**config.mk**
```make
export PLATFORM = sky130hd
export DESIGN_NAME = utf16_to_utf8_transcoder_core
export DESIGN_NICKNAME = d
export VERILOG_FILES = /design/src/rtl/core/u16u8_pkg.sv /design/src/rtl/core/u16u8_dec.sv /design/src/rtl/core/u16u8_ser.sv /design/src/rtl/core/utf16_to_utf8_transcoder_core.sv
export SDC_FILE = /design/constraint.sdc
export NUM_CORES = 1
export LEC_CHECK = 0
export CAP_MARGIN = 25
export CORE_MARGIN = 1
export CORE_UTILIZATION = 50
export CTS_BUF_LIST = sky130_fd_sc_hd__clkbuf_8
export CTS_CLUSTER_DIAMETER = 60
export CTS_CLUSTER_SIZE = 16
export DETAILED_ROUTE_END_ITERATION = 12
export DONT_BUFFER_PORTS = 1
export GPL_TIMING_DRIVEN = 0
export PLACE_DENSITY = 0.67
export SETUP_SLACK_MARGIN = 0.5
export SYNTH_ARGS = -nofsm -noshare
export SYNTH_HDL_FRONTEND = slang
export SYNTH_SLANG_ARGS = --single-unit
```
**constraint.sdc**
```tcl
create_clock -name clock -period 17 [get_ports clock]
set_clock_uncertainty 0.15 [all_clocks]
set_input_delay 3.4 -clock clock [delete_from_list [all_inputs] [get_ports clock]]
set_output_delay 3.4 -clock clock [all_outputs]
set_load 0.005 [all_outputs]
```
**src/rtl/core/u16u8_pkg.sv**
```systemverilog
// shared types and constants for the utf-16 to utf-8 transcoder
package u16u8_pkg;

   localparam int unsigned RUN_DEPTH = 5;
   localparam int unsigned RUN_IDX_W = $clog2(RUN_DEPTH);
   localparam int unsigned RUN_CNT_W = $clog2(RUN_DEPTH + 1);

   localparam logic [5:0] SURR_TAG_MASK = 6'b111111;
   localparam logic [5:0] HIGH_SURR_TAG = 6'b110110;
   localparam logic [5:0] LOW_SURR_TAG  = 6'b110111;
   localparam logic [20:0] SUPP_OFFSET  = 21'h10000;

   typedef enum logic [1:0] {
      STAT_DATA = 2'd0,
      STAT_ERR  = 2'd1,
      STAT_END  = 2'd2
   } status_type;

   typedef struct packed {
      logic [7:0] out_byte;
      status_type status;
      logic [1:0] unconsumed_count;
   } entry_type;

   typedef struct packed {
      logic [RUN_CNT_W-1:0] cnt;
      entry_type [RUN_DEPTH-1:0] ent;
   } run_type;

endpackage

```
**src/rtl/core/u16u8_dec.sv**
```systemverilog
// input register, unit pairing, surrogate join and utf-8 encoding
module u16u8_dec
   import u16u8_pkg::*;
(
   input  logic       clock,
   input  logic       reset,
   input  logic       byte_order,
   input  logic       req_valid,
   output logic       req_stall,
   input  logic [7:0] req_data_byte,
   input  logic       req_end_of_block,
   input  logic       run_free,
   output run_type    run,
   output logic       run_valid
);

   logic       in_valid_ff, in_valid_in;
   logic [7:0] in_byte_ff;
   logic       in_eob_ff;

   logic       half_valid_ff, half_valid_in;
   logic [7:0] half_byte_ff, half_byte_in;
   logic       high_valid_ff, high_valid_in;
   logic [9:0] high_bits_ff, high_bits_in;

   logic [15:0] unit;
   logic [20:0] cp;
   logic [2:0]  enc_n;
   logic [7:0]  enc [4];
   logic        do_enc;
   logic        do_err;
   logic [RUN_IDX_W-1:0] body_n;
   logic        take;
   logic        accept;

   assign take      = in_valid_ff && ((run.cnt == '0) || run_free);
   assign run_valid = take && (run.cnt != '0);
   assign req_stall = in_valid_ff && !take;
   assign accept    = req_valid && !req_stall;

   always_comb begin
      unit = byte_order ? {half_byte_ff, in_byte_ff} : {in_byte_ff, half_byte_ff};
      half_valid_in = half_valid_ff;
      half_byte_in  = half_byte_ff;
      high_valid_in = high_valid_ff;
      high_bits_in  = high_bits_ff;
      do_enc = 1'b0;
      do_err = 1'b0;
      cp     = {5'd0, unit};
      if (!half_valid_ff) begin
         half_valid_in = 1'b1;
         half_byte_in  = in_byte_ff;
      end else begin
         half_valid_in = 1'b0;
         half_byte_in  = '0;
         if (high_valid_ff) begin
            high_valid_in = 1'b0;
            high_bits_in  = '0;
            if ((unit[15:10] & SURR_TAG_MASK) == LOW_SURR_TAG) begin
               do_enc = 1'b1;
               cp     = {1'b0, high_bits_ff, unit[9:0]} + SUPP_OFFSET;
            end else begin
               do_err = 1'b1;
            end
         end else if ((unit[15:10] & SURR_TAG_MASK) == HIGH_SURR_TAG) begin
            high_valid_in = 1'b1;
            high_bits_in  = unit[9:0];
         end else begin
            do_enc = 1'b1;
         end
      end

      enc[0] = cp[7:0];
      enc[1] = '0;
      enc[2] = '0;
      enc[3] = '0;
      if (cp < 21'h80) begin
         enc_n = 3'd1;
      end else if (cp < 21'h800) begin
         enc_n  = 3'd2;
         enc[0] = {3'b110, cp[10:6]};
         enc[1] = {2'b10, cp[5:0]};
      end else if (cp < 21'h10000) begin
         enc_n  = 3'd3;
         enc[0] = {4'b1110, cp[15:12]};
         enc[1] = {2'b10, cp[11:6]};
         enc[2] = {2'b10, cp[5:0]};
      end else begin
         enc_n  = 3'd4;
         enc[0] = {5'b11110, cp[20:18]};
         enc[1] = {2'b10, cp[17:12]};
         enc[2] = {2'b10, cp[11:6]};
         enc[3] = {2'b10, cp[5:0]};
      end

      run = '0;
      for (int i = 0; i < 4; i++) begin
         run.ent[i].status = STAT_DATA;
         if (do_enc && (3'(i) < enc_n)) begin
            run.ent[i].out_byte = enc[i];
         end
      end
      run.ent[RUN_DEPTH-1].status = STAT_DATA;
      if (do_enc) begin
         body_n = RUN_IDX_W'(enc_n);
      end else if (do_err) begin
         body_n = RUN_IDX_W'(1);
         run.ent[0].status = STAT_ERR;
      end else begin
         body_n = '0;
      end
      run.cnt = RUN_CNT_W'(body_n);
      if (in_eob_ff) begin
         run.ent[body_n].out_byte         = '0;
         run.ent[body_n].status           = STAT_END;
         run.ent[body_n].unconsumed_count = {high_valid_in, half_valid_in};
         run.cnt       = RUN_CNT_W'(body_n) + RUN_CNT_W'(1);
         half_valid_in = 1'b0;
         half_byte_in  = '0;
         high_valid_in = 1'b0;
         high_bits_in  = '0;
      end
   end

   always_comb begin
      in_valid_in = in_valid_ff;
      if (accept) begin
         in_valid_in = 1'b1;
      end else if (take) begin
         in_valid_in = 1'b0;
      end
   end

   always_ff @(posedge clock) begin
      if (reset) begin
         in_valid_ff   <= 1'b0;
         half_valid_ff <= 1'b0;
         half_byte_ff  <= '0;
         high_valid_ff <= 1'b0;
         high_bits_ff  <= '0;
      end else begin
         in_valid_ff <= in_valid_in;
         if (take) begin
            half_valid_ff <= half_valid_in;
            half_byte_ff  <= half_byte_in;
            high_valid_ff <= high_valid_in;
            high_bits_ff  <= high_bits_in;
         end
      end
   end

   always_ff @(posedge clock) begin
      if (accept) begin
         in_byte_ff <= req_data_byte;
         in_eob_ff  <= req_end_of_block;
      end
   end

endmodule

```
**src/rtl/core/u16u8_ser.sv**
```systemverilog
// result run buffer and output register, one result beat per cycle while rsp_stall is low
module u16u8_ser
   import u16u8_pkg::*;
(
   input  logic       clock,
   input  logic       reset,
   input  run_type    run,
   input  logic       run_valid,
   output logic       run_free,
   output logic       rsp_valid,
   input  logic       rsp_stall,
   output logic [7:0] rsp_out_byte,
   output logic [1:0] rsp_status,
   output logic [1:0] rsp_unconsumed_count,
   output logic       rsp_last_of_run
);

   run_type              run_ff;
   logic                 run_valid_ff, run_valid_in;
   logic [RUN_IDX_W-1:0] idx_ff, idx_in;
   logic                 rsp_valid_ff, rsp_valid_in;
   entry_type            rsp_ent_ff;
   logic                 rsp_last_ff;
   logic                 rsp_load;
   logic                 run_last;

   assign rsp_load = run_valid_ff && (!rsp_valid_ff || !rsp_stall);
   assign run_last = (RUN_CNT_W'(idx_ff) + RUN_CNT_W'(1)) == run_ff.cnt;
   assign run_free = !run_valid_ff || (rsp_load && run_last);

   always_comb begin
      run_valid_in = run_valid_ff;
      idx_in       = idx_ff;
      if (run_valid) begin
         run_valid_in = 1'b1;
         idx_in       = '0;
      end else if (rsp_load && run_last) begin
         run_valid_in = 1'b0;
         idx_in       = '0;
      end else if (rsp_load) begin
         idx_in = idx_ff + RUN_IDX_W'(1);
      end
      rsp_valid_in = rsp_load || (rsp_valid_ff && rsp_stall);
   end

   always_ff @(posedge clock) begin
      if (reset) begin
         run_valid_ff <= 1'b0;
         idx_ff       <= '0;
         rsp_valid_ff <= 1'b0;
      end else begin
         run_valid_ff <= run_valid_in;
         idx_ff       <= idx_in;
         rsp_valid_ff <= rsp_valid_in;
      end
   end

   always_ff @(posedge clock) begin
      if (run_valid) begin
         run_ff <= run;
      end
      if (rsp_load) begin
         rsp_ent_ff  <= run_ff.ent[idx_ff];
         rsp_last_ff <= run_last;
      end
   end

   assign rsp_valid            = rsp_valid_ff;
   assign rsp_out_byte         = rsp_ent_ff.out_byte;
   assign rsp_status           = rsp_ent_ff.status;
   assign rsp_unconsumed_count = rsp_ent_ff.unconsumed_count;
   assign rsp_last_of_run      = rsp_last_ff;

endmodule

```
**src/rtl/core/utf16_to_utf8_transcoder_core.sv**
```systemverilog
// top level of the utf-16 to utf-8 transcoder
//
// req channel: one utf-16 byte per beat with an end_of_block flag. rsp channel:
// one result per beat, a utf-8 byte (status 0), a bad surrogate pair (status 1)
// or an end record (status 2) carrying the count of unconverted trailing bytes;
// rsp_last_of_run marks the final result caused by one input byte.
// csr channel: one write beat sets byte_order (0 little-endian, 1 big-endian);
// csr_ready is always high; writes must be made while the block is idle (not enforced).
// a byte passes the input register, run buffer and result register in turn.
// throughput: while rsp_stall is low the result register moves one beat per
// cycle, and a byte's results (one to five) leave one beat at a time; bytes
// that cause no result go through at one per cycle. the run buffer sits
// between the decode stage and the result register.
// reset clears all pending unit and surrogate state and sets byte_order to 0.
// while rsp_stall is high the result beat holds; the run buffer and the input
// register fill and then req_stall rises.
module utf16_to_utf8_transcoder_core
   import u16u8_pkg::*;
(
   input  logic       clock,
   input  logic       reset,
   input  logic       csr_valid,
   output logic       csr_ready,
   input  logic       csr_byte_order,
   input  logic       req_valid,
   output logic       req_stall,
   input  logic [7:0] req_data_byte,
   input  logic       req_end_of_block,
   output logic       rsp_valid,
   input  logic       rsp_stall,
   output logic [7:0] rsp_out_byte,
   output logic [1:0] rsp_status,
   output logic [1:0] rsp_unconsumed_count,
   output logic       rsp_last_of_run
);

   logic    byte_order_ff;
   run_type run;
   logic    run_valid;
   logic    run_free;

   assign csr_ready = 1'b1;

   always_ff @(posedge clock) begin
      if (reset) begin
         byte_order_ff <= 1'b0;
      end else if (csr_valid && csr_ready) begin
         byte_order_ff <= csr_byte_order;
      end
   end

   u16u8_dec u_dec (
      .clock            (clock),
      .reset            (reset),
      .byte_order       (byte_order_ff),
      .req_valid        (req_valid),
      .req_stall        (req_stall),
      .req_data_byte    (req_data_byte),
      .req_end_of_block (req_end_of_block),
      .run_free         (run_free),
      .run              (run),
      .run_valid        (run_valid)
   );

   u16u8_ser u_ser (
      .clock                (clock),
      .reset                (reset),
      .run                  (run),
      .run_valid            (run_valid),
      .run_free             (run_free),
      .rsp_valid            (rsp_valid),
      .rsp_stall            (rsp_stall),
      .rsp_out_byte         (rsp_out_byte),
      .rsp_status           (rsp_status),
      .rsp_unconsumed_count (rsp_unconsumed_count),
      .rsp_last_of_run      (rsp_last_of_run)
   );

endmodule

```
==> metrics.txt, run 1 <==
CTS Buf Count=9; final worst path period need=7.89 ns; Ports=31; critical path class=input pin to output pin; simple-gate portion of the synthesized area=15.6%; Slew Limit Fails=0; CTS tree=yes; vias in the first global route=3271; CP endpoint kind=output pin; Routed WL=10.3 mm; total number of vias=3332; crit path DAT=4.34 ns; status=finished clean; global route total overflow=0; Startpoint Class=input pin; VDD IR-drop max=0.0000548 V; Core Footprint=9420 um^2; sequential fraction of the synthesis area=53.5%; Ys Warns=0; RSZ-0062 raised after global routing=false; Syn Inst Count=416; initial DRC count=198; first-pass GRT wire length=17.1 mm; Fin Hold WS=0.329 ns; maximum buffer depth of the clock tree=2; mux cell area share after synthesis=10.4%; drt first pass iters=4; Post-Synth XOR/XNOR Area=1.90%; Synth cell types=73; layout cell share with drive strength beyond 1=15.2%; CTS Hold Buffers Added=0; row cnt=35; Syn-to-layout area delta=8.08%; DRC violations left=0; Synth Register Bits=97; MaxCap Viol Count=0; Post-Synth Adder-Cell Area=0.760%; relative slew slack=42.8%; clk sinks=97; total power=0.466 mW; die area=10300 um^2; pre-CTS WS=9.12 ns; Final WS setup=9.11 ns; Post-synth EDFFs=70; P_leak=1.83 nW; complex-gate fraction of the synthesized area=14.7%; Synth async-reset ratio=0%; fin nets=454; pin count of the biggest net entering global routing=37; DR WL/cell=18.1 um; initial antenna violation count=0; Die Height=101 um; Critical Path Fanout Max=4; DR vias/cell=5.85; Synth Area per Inst=11.9 um^2; Tot GR Track Use=22.1%; fmax=0.127 GHz; Clock Root Buffer=clkbuf_8; diode count=0; top_reg_cell synth=edfxtp_1; Worst-Margin Slew=0.853 ns; Detailed Place HPWL=7.84 mm; largest family of logic cells by synthesized area=simple AND/OR/NAND/NOR gates; worst path required time=13.45 ns; Setup TNS Final=0 ns; starting density of the core=52.5%; Final Hold Viols=0; Post-Syn Area=4940 um^2; crit share post-route=46.4%; # Post-CTS Setup Buffers=0; post-CTS sizing=0; clock transition at the registers of the reported paths=0.09 ns; Chip Width=101 um; Final Setup Violations=0; Clock Latency Late Sink=0.36 ns; gp weighted congestion=0.903; H-tree depth=3; Hold Path Class=flop to flop; Routed Antenna Nets=0; I/O Buffers=0; PD cells=87.2 nW/um^2
==> sequential cells by signal, indices dropped and copies added (netlist names), 2 cells and up <==
| name | cells |
|---|---|
| u_ser.rsp_status | 2 |
| u_dec.in_byte_ff | 8 |
| u_dec.high_bits_ff | 10 |
| u_ser.rsp_out_byte | 8 |
| u_ser.rsp_unconsumed_count | 2 |
| u_dec.half_byte_ff | 8 |
| u_ser.run_ff | 48 |
| u_ser.idx_ff | 3 |
==> final timing paths <==
kind	cells past startpoint	slack [ns]	endpoint	startpoint
setup / recovery	3	9.11	req_stall	rsp_stall
hold / removal	1	0.33	u_dec.high_bits_ff[4]	u_dec.high_bits_ff[4]
setup reg to reg	12	12.36	u_dec.in_byte_ff[5]	u_dec.high_valid_ff
hold reg to reg	1	0.33	u_dec.high_bits_ff[4]	u_dec.high_bits_ff[4]
==> per-stage QoR <==
stage	std cells	utilization, %	instance area [um^2]
after global routing	570	56.7	5340
final	570	56.7	5340
after global placement	552	54.5	5130
after CTS	569	56.7	5340
after floorplan	423	-	4970
after detailed placement	553	54.8	5160
==> where the power goes <==
| group | switching [mW] | internal, mW | leakage, nW |
|---|---|---|---|
| logic | 0.0360 | 0.0225 | 0.874 |
| clock network | 0.0822 | 0.0544 | 0.0852 |
| registers | 0.00540 | 0.265 | 0.867 |
| total | 0.124 | 0.342 | 1.83 |
==> cell usage in the layout (no fill, tap or decap), types with 8 or more instances in the layout <==
cell       count
edfxtp_1      70
nor2_1        37
nand2_1       28
mux2i_1       28
dfxtp_1       27
a21oi_1       19
o21ai_0       14
nor2b_1       13
nand2b_1      11
inv_1         10
o2bb2ai_1     10
nor3_1         9
conb_1         9
clkbuf_8       9
nand3_1        8
==> cells in the mapped netlist (3+ instances only) <==
library cell	instances	area share [%]
nand4_1	3	0.38
ha_1	3	0.76
nor2b_1	14	1.8
clkbuf_1	7	0.53
o2bb2ai_1	10	1.8
o21a_1	3	0.46
a31o_2	3	0.53
xnor2_1	4	0.71
inv_1	9	0.68
nand2b_1	11	1.4
xor2_1	4	0.71
edfxtp_1	70	43
o22ai_1	4	0.51
and3b_1	4	0.71
buf_2	5	0.51
nor2_1	37	2.8
mux4_2	7	3.2
mux2i_1	28	5.7
mux2_2	4	0.91
nor4_1	4	0.51
and2_1	4	0.51
buf_4	4	0.61
dfxtp_1	27	11
o21ai_1	3	0.30
o21ai_0	14	1.4
a21oi_1	19	1.9
buf_1	3	0.23
a31oi_2	3	0.76
a211oi_1	7	1.1
and3_1	5	0.63
nand2_1	28	2.1
nor3_1	9	0.91
nand3_1	8	0.81
==> metal layers <==
layer | share of wire [%] | vias to the layer above | GRT usage (%)
met5 | 0 | - | 0
met1 | 46 | 1641 | 28.7
met4 | 1.4 | 0 | 6.47
met2 | 49 | 69 | 37.9
li1 | - | 1608 | -
met3 | 2.8 | 14 | 4.00
==> logic make-up (layout without fill, tap and decap cells) <==
logic type | count (synthesis) | count (layout)
AOI/OAI and AO/OA | 91 | 91
xor gates and xnor gates | 9 | 9
adders and majority gates | 3 | 3
buffers and inverters | 31 | 49
DFF | 97 | 97
muxes | 41 | 41
other | 2 | 9
and+or+nand+nor | 142 | 142
==> cell type report <==
class / instances / area, um^2
fillers: 821 / 4080
multi-input cells: 295 / 2180
repair buffers: 2 / 25.0
flip-flops and latches: 97 / 2640
well taps: 129 / 161
plain buffers: 21 / 115
inverters: 10 / 37.5
clock inverters: 7 / 55.1
clock buffers: 9 / 124
==> critical path, stage by stage <==
cell and delay, ns:
a21bo_2 0.20, o41ai_2 0.60, a311oi_2 0.15
No activity file was read; power rests on OpenSTA's default activity.
==> inputs of run 2 (changes only) <==
--- a/config.mk
+++ b/config.mk
@@ -5,6 +5,7 @@
 export SDC_FILE = /design/constraint.sdc
 export NUM_CORES = 1
 export LEC_CHECK = 0
+export ABC_AREA = 1
 export CAP_MARGIN = 25
 export CORE_MARGIN = 1
 export CORE_UTILIZATION = 50
==> constraint.sdc (replaced) <==
create_clock -name clock -period 7.8 [get_ports clock]
set_clock_uncertainty 0.15 [all_clocks]
set_input_delay 1.56 -clock clock [delete_from_list [all_inputs] [get_ports clock]]
set_output_delay 1.56 -clock clock [all_outputs]
set_load 0.005 [all_outputs]
==> metrics.txt, run 2 <==
I/O Buffers=0; CP cell instances=buf_6, inv_4, nand2_1, nand2_1, and2_1, nand3_2, inv_2, o21ai_1, nand2_1, nor2_4, clkinv_1, nor2_1, ha_1, nand2_1, inv_1, xor2_1, nand4_1, nand4_1, inv_1; Syn Inst Count=587; relative slew slack=32.5%; sequential fraction of the synthesis area=53.1%; CTS tree=yes; Synth cell types=40; most frequent cell after synthesis=nand2_1; crit path DAT=3.37 ns; largest area contributor in the netlist=edfxtp_1; total power=1.04 mW; MaxCap Viol Count=0; worst r2r src=byte_order_ff; Routed Antenna Nets=0; Clock Root Buffer=clkbuf_8; Setup crit start=byte_order_ff; Placed Instance Area=5190 um^2; VDD IR-drop max=0.0000853 V; Final Hold Viols=0; layout cell share with drive strength beyond 1=8.51%; H-tree depth=3; WHS Path Cells=2; top_reg_cell synth=edfxtp_1; gp weighted congestion=0.942; initial DRC count=217; commonest non-fill, non-tap cell in the layout=nand2_1; status=finished clean; Slew Limit Fails=0; Tot GR Track Use=24.3%; Worst R2R Setup Slack=4.06 ns; CTS Hold Buffers Added=0; Min-Delay Endpoint=u_dec.half_byte_ff[5]; worst path required time=6.09 ns; Worst-Margin Slew=1.00 ns; fin nets=624; critical path's top delay family=simple AND/OR/NAND/NOR gates; die area=10400 um^2; first-pass GRT wire length=18.8 mm; RSZ-0062 raised after global routing=false; CP Buf/Inv Count=6; worst stage delay on the critical path=0.34 ns; Post-Syn Area=4980 um^2; row cnt=36; Worst path most repeated cell=nand2_1; max reg flops=48; Post-synth EDFFs=70; Syn-to-layout area delta=7.97%; PD cells=193 nW/um^2; Clock Latency Late Sink=0.38 ns; maximum buffer depth of the clock tree=2; crit share post-route=65.1%; post-route cell area=5370 um^2; pin count of the biggest net entering global routing=46; P_leak=2.16 nW; clock transition at the registers of the reported paths=0.10 ns; diode count=0; Routed WL=11.3 mm; Critical Path Fanout Max=10; HP Start=u_dec.half_byte_ff[5]; vias in the first global route=3763; initial antenna violation count=0; cell count of the worst reg-to-reg path=20; Synth Register Bits=97; Startpoint Class=flop; DR vias/cell=5.20; Ys Warns=0; global route total overflow=0; synth top area cells=edfxtp_1 (42%), dfxtp_1 (11%), nand2_1 (10%); Chip Width=102 um; CP endpoint kind=output pin; DRC violations left=0; slowest library cell on the worst path=dfxtp_1; post-CTS sizing=0; cell depth of the worst setup path=19; final worst path period need=5.08 ns; r2r endpoint=u_dec.in_byte_ff[1]; Ports=31; Die Height=102 um; DR WL/cell=15.1 um; critical path class=flop to output pin; Synth async-reset ratio=0%; Core Footprint=9730 um^2; drt first pass iters=5; total number of vias=3868; Detailed Place HPWL=8.34 mm; starting density of the core=51.2%; # Post-CTS Setup Buffers=0; Hold Path Class=flop to flop; commonest non-fill, non-tap cells in the layout=nand2_1 (132), nor2_1 (77), inv_1 (71), edfxtp_1 (70), o21ai_0 (36); top flop regs=u_ser.run_ff x48, u_dec.high_bits_ff x10; area share of the largest cell type after synthesis=42.2%; Final Setup Violations=0; clk sinks=97; Commonest cells post-synth=nand2_1 (132), nor2_1 (77), inv_1 (72); fmax=0.197 GHz; Setup TNS Final=0 ns; CTS Buf Count=9; largest reg by FF count=u_ser.run_ff; Synth Area per Inst=8.48 um^2
-- run 2: cell count changes in the layout (fill, tap and decap cells not counted), moves of 13 or more --
| cell | previous run | this run |
|---|---|---|
| nor2_1 | 37 | 77 |
| nand2_1 | 28 | 132 |
| inv_1 | 10 | 71 |
| nand4_1 | 3 | 17 |
| nand3_1 | 8 | 24 |
| nor2b_1 | 13 | 0 |
| o21ai_0 | 14 | 36 |
| mux2i_1 | 28 | 0 |
-- run 2: power breakdown --
part	internal (mW)	switching [mW]	leakage [nW]	total, mW
combinational	0.0409	0.0930	1.23	0.134
clock	0.121	0.191	0.0844	0.312
sequential	0.582	0.0110	0.848	0.593
-- run 2: layout make-up --
class,instances,area [um^2]
Sequential cell,97,2640
Clock inverter,7,60.1
Tap cell,133,166
Clock buffer,9,124
Timing Repair Buffer,1,20.0
Buffer,27,143
Fill cell,914,4360
Multi-Input combinational cell,394,1930
Inverter,76,288
-- run 2: routing by layer --
metal | global-route usage (%) | wire length, um
met5 | 0 | 0
met4 | 12.2 | 375
met3 | 4.69 | 475
met2 | 41.3 | 5510
met1 | 29.3 | 4910
-- run 2: worst register-to-register path, stage by stage, from the launching register on --
cell and delay [ns]:
dfxtp_1 0.34, buf_6 0.13, inv_4 0.06, nand2_1 0.06, nand2_1 0.09, and2_1 0.19, nand3_2 0.13, inv_2 0.06
o21ai_1 0.08, nand2_1 0.12, nor2_4 0.24, clkinv_1 0.32, nor2_1 0.26, ha_1 0.18, nand2_1 0.05, inv_1 0.08
xor2_1 0.23, nand4_1 0.16, nand4_1 0.15, nand2_1 0.07, inv_1 0.27
-- run 2: cell families (layout without fill, tap and decap cells) --
| logic type | count (synthesis) | after routing | synth area share (%) |
|---|---|---|---|
| and+or+nand+nor | 284 | 284 | 25.4 |
| buffers and inverters | 103 | 120 | 8.65 |
| DFF | 97 | 97 | 53.1 |
| AOI/OAI and AO/OA | 91 | 91 | 10.7 |
| xor gates and xnor gates | 7 | 7 | 1.23 |
| adders and majority gates | 3 | 3 | 0.754 |
| other | 2 | 9 | 0.151 |
-- run 2: per-stage QoR --
stage	hold slack [ns]	setup WS (ns)	utilization, %	instances
2_1_floorplan	0.290	3.67	-	594
3_3_place_gp	0.303	3.18	53.1	727
3_5_place_dp	0.309	3.18	53.3	728
4_1_cts	0.323	2.74	55.2	744
5_1_grt	0.349	2.37	55.2	744
6_report	0.321	2.72	55.2	744
-- run 2: worst max path at each step --
| stage | endpoint | slack (ns) |
|---|---|---|
| after global placement | req_stall | 3.18 |
| after detailed placement | req_stall | 3.18 |
| after floorplan | req_stall | 3.67 |
| after CTS | req_stall | 2.74 |
| final | req_stall | 2.72 |
| after global routing | req_stall | 2.37 |
==> inputs of run 3 (changes only) <==
==> constraint.sdc (replaced) <==
create_clock -name clock -period 4.9 [get_ports clock]
set_clock_uncertainty 0.15 [all_clocks]
set_input_delay 0.98 -clock clock [delete_from_list [all_inputs] [get_ports clock]]
set_output_delay 0.98 -clock clock [all_outputs]
set_load 0.005 [all_outputs]
==> metrics.txt, run 3 (same netlist as run 2, synthesis figures left out) <==
status=finished clean; non-filler cells, final=765; CTS Hold Buffers Added=0; top flop regs=u_ser.run_ff x48, u_dec.high_bits_ff x10; worst path required time=3.77 ns; Core Footprint=9730 um^2; vias in the first global route=3764; CTS tree=yes; first-pass GRT wire length=18.8 mm; Final Hold Viols=0; Clock Root Buffer=clkbuf_8; global route total overflow=0; largest reg by FF count=u_ser.run_ff; Ports=31; Final Setup Violations=0; Slew Limit Fails=0; die area=10400 um^2; RSZ-0062 raised after global routing=false; total number of vias=4035; DR WL/cell=15.1 um; commonest non-fill, non-tap cell in the layout=nand2_1; drt first pass iters=7; diode count=0; fmax=0.235 GHz; Setup TNS Final=0 ns; VDD IR-drop max=0.000133 V; Startpoint Class=flop; Hold Path Class=flop to flop; maximum buffer depth of the clock tree=2; fin nets=645; Die Height=102 um; CP endpoint kind=output pin; placed cells=728; final worst path period need=4.25 ns; Chip Width=102 um; Final Core Density=58.0%; max reg flops=48; row cnt=36; Clock Latency Late Sink=0.38 ns; H-tree depth=3; Critical Path Fanout Max=9; Tot GR Track Use=24.3%; crit share post-route=86.8%; Syn-to-layout area delta=13.4%; Detailed Place HPWL=8.34 mm; layout cell share with drive strength beyond 1=15.3%; Worst-Margin Slew=1.02 ns; Routed Antenna Nets=0; critical path class=flop to output pin; relative slew slack=31.2%; Routed WL=11.6 mm; I/O Buffers=0; DR vias/cell=5.27; pin count of the biggest net entering global routing=46; gp weighted congestion=0.942; CTS Buf Count=9; initial antenna violation count=0; initial DRC count=215; starting density of the core=51.2%; P_leak=2.29 nW; clock transition at the registers of the reported paths=0.10 ns; DRC violations left=0; MaxCap Viol Count=0; crit path DAT=3.12 ns; commonest non-fill, non-tap cells in the layout=nand2_1 (123), nor2_1 (75), edfxtp_1 (70), inv_1 (69), o21ai_0 (33); clk sinks=97; PD cells=297 nW/um^2
==> run 3: cell count changes in the layout (fill, tap and decap cells not counted), moves of 3 or more <==
cell and change:
nand2_1 -9, nand2_2 +4, nand3_1 -3, nand2_4 +5, buf_4 +21, o21ai_0 -3
==> run 3: worst max-delay path: stages, from the launching register on <==
cell	delay (ns)
dfxtp_2	0.33
buf_6	0.13
inv_8	0.07
nand2_1	0.05
nand2_1	0.12
nand3_2	0.12
nor2_4	0.16
nand3_1	0.10
nand2_2	0.10
nand2_1	0.11
nor2_1	0.12
nand2_1	0.13
nand2_4	0.11
nand3_4	0.07
nand2_4	0.09
inv_2	0.03
ha_2	0.29
nand2_1	0.07
and2_4	0.17
nand4_1	0.10
nand4_1	0.14
inv_1	0.12
==> run 3: routing by layer <==
| metal | share of wire, % | up-vias | global-route usage, % |
|---|---|---|---|
| met4 | 3.0 | 0 | 12.2 |
| met1 | 42 | 1863 | 29.3 |
| met5 | 0 | - | 0 |
| met3 | 4.3 | 28 | 4.69 |
| li1 | - | 2015 | - |
| met2 | 50 | 129 | 41.3 |
==> run 3: path summary, 6_finish.rpt <==
kind | start | endpoint | slack [ns] | cells past startpoint
max | byte_order_ff | req_stall | 0.65 | 21
max reg2reg | byte_order_ff | u_ser.run_ff[30] | 1.40 | 22
min | u_dec.half_byte_ff[5] | u_dec.half_byte_ff[5] | 0.32 | 2
min reg2reg | u_dec.half_byte_ff[5] | u_dec.half_byte_ff[5] | 0.32 | 2
==> run 3: layout make-up <==
class,instances,area (um^2)
fill,883,4080
inverter,76,295
clock inverter,7,60.1
timing repair buffer,22,178
tap,133,166
clock buffer,9,124
sequential,97,2640
buffer,27,145
multi-input combinational,394,2030
==> run 3: per-stage QoR <==
stage	worst slack, ns	hold WS, ns	cell area [um^2]	total power, mW
after CTS	0.527	0.323	5390	1.67
after global routing	0.396	0.349	5650	1.76
final	0.645	0.319	5650	1.68
after detailed placement	0.865	0.309	5190	1.17
after global placement	0.385	0.303	5170	1.17
after floorplan	1.08	0.290	5000	1.12
==> run 3: power by group <==
part | internal (mW) | total (mW) | switching [mW]
Combinational | 0.0788 | 0.234 | 0.156
Clock | 0.192 | 0.497 | 0.305
Sequential | 0.927 | 0.945 | 0.0178
==> run 3: timing repair <==
action,4_1_cts,5_1_grt
resized for setup,3,38
setup endpoints to repair,1,1
gates cloned,0,1
pin swaps,0,20
setup buffers,0,20
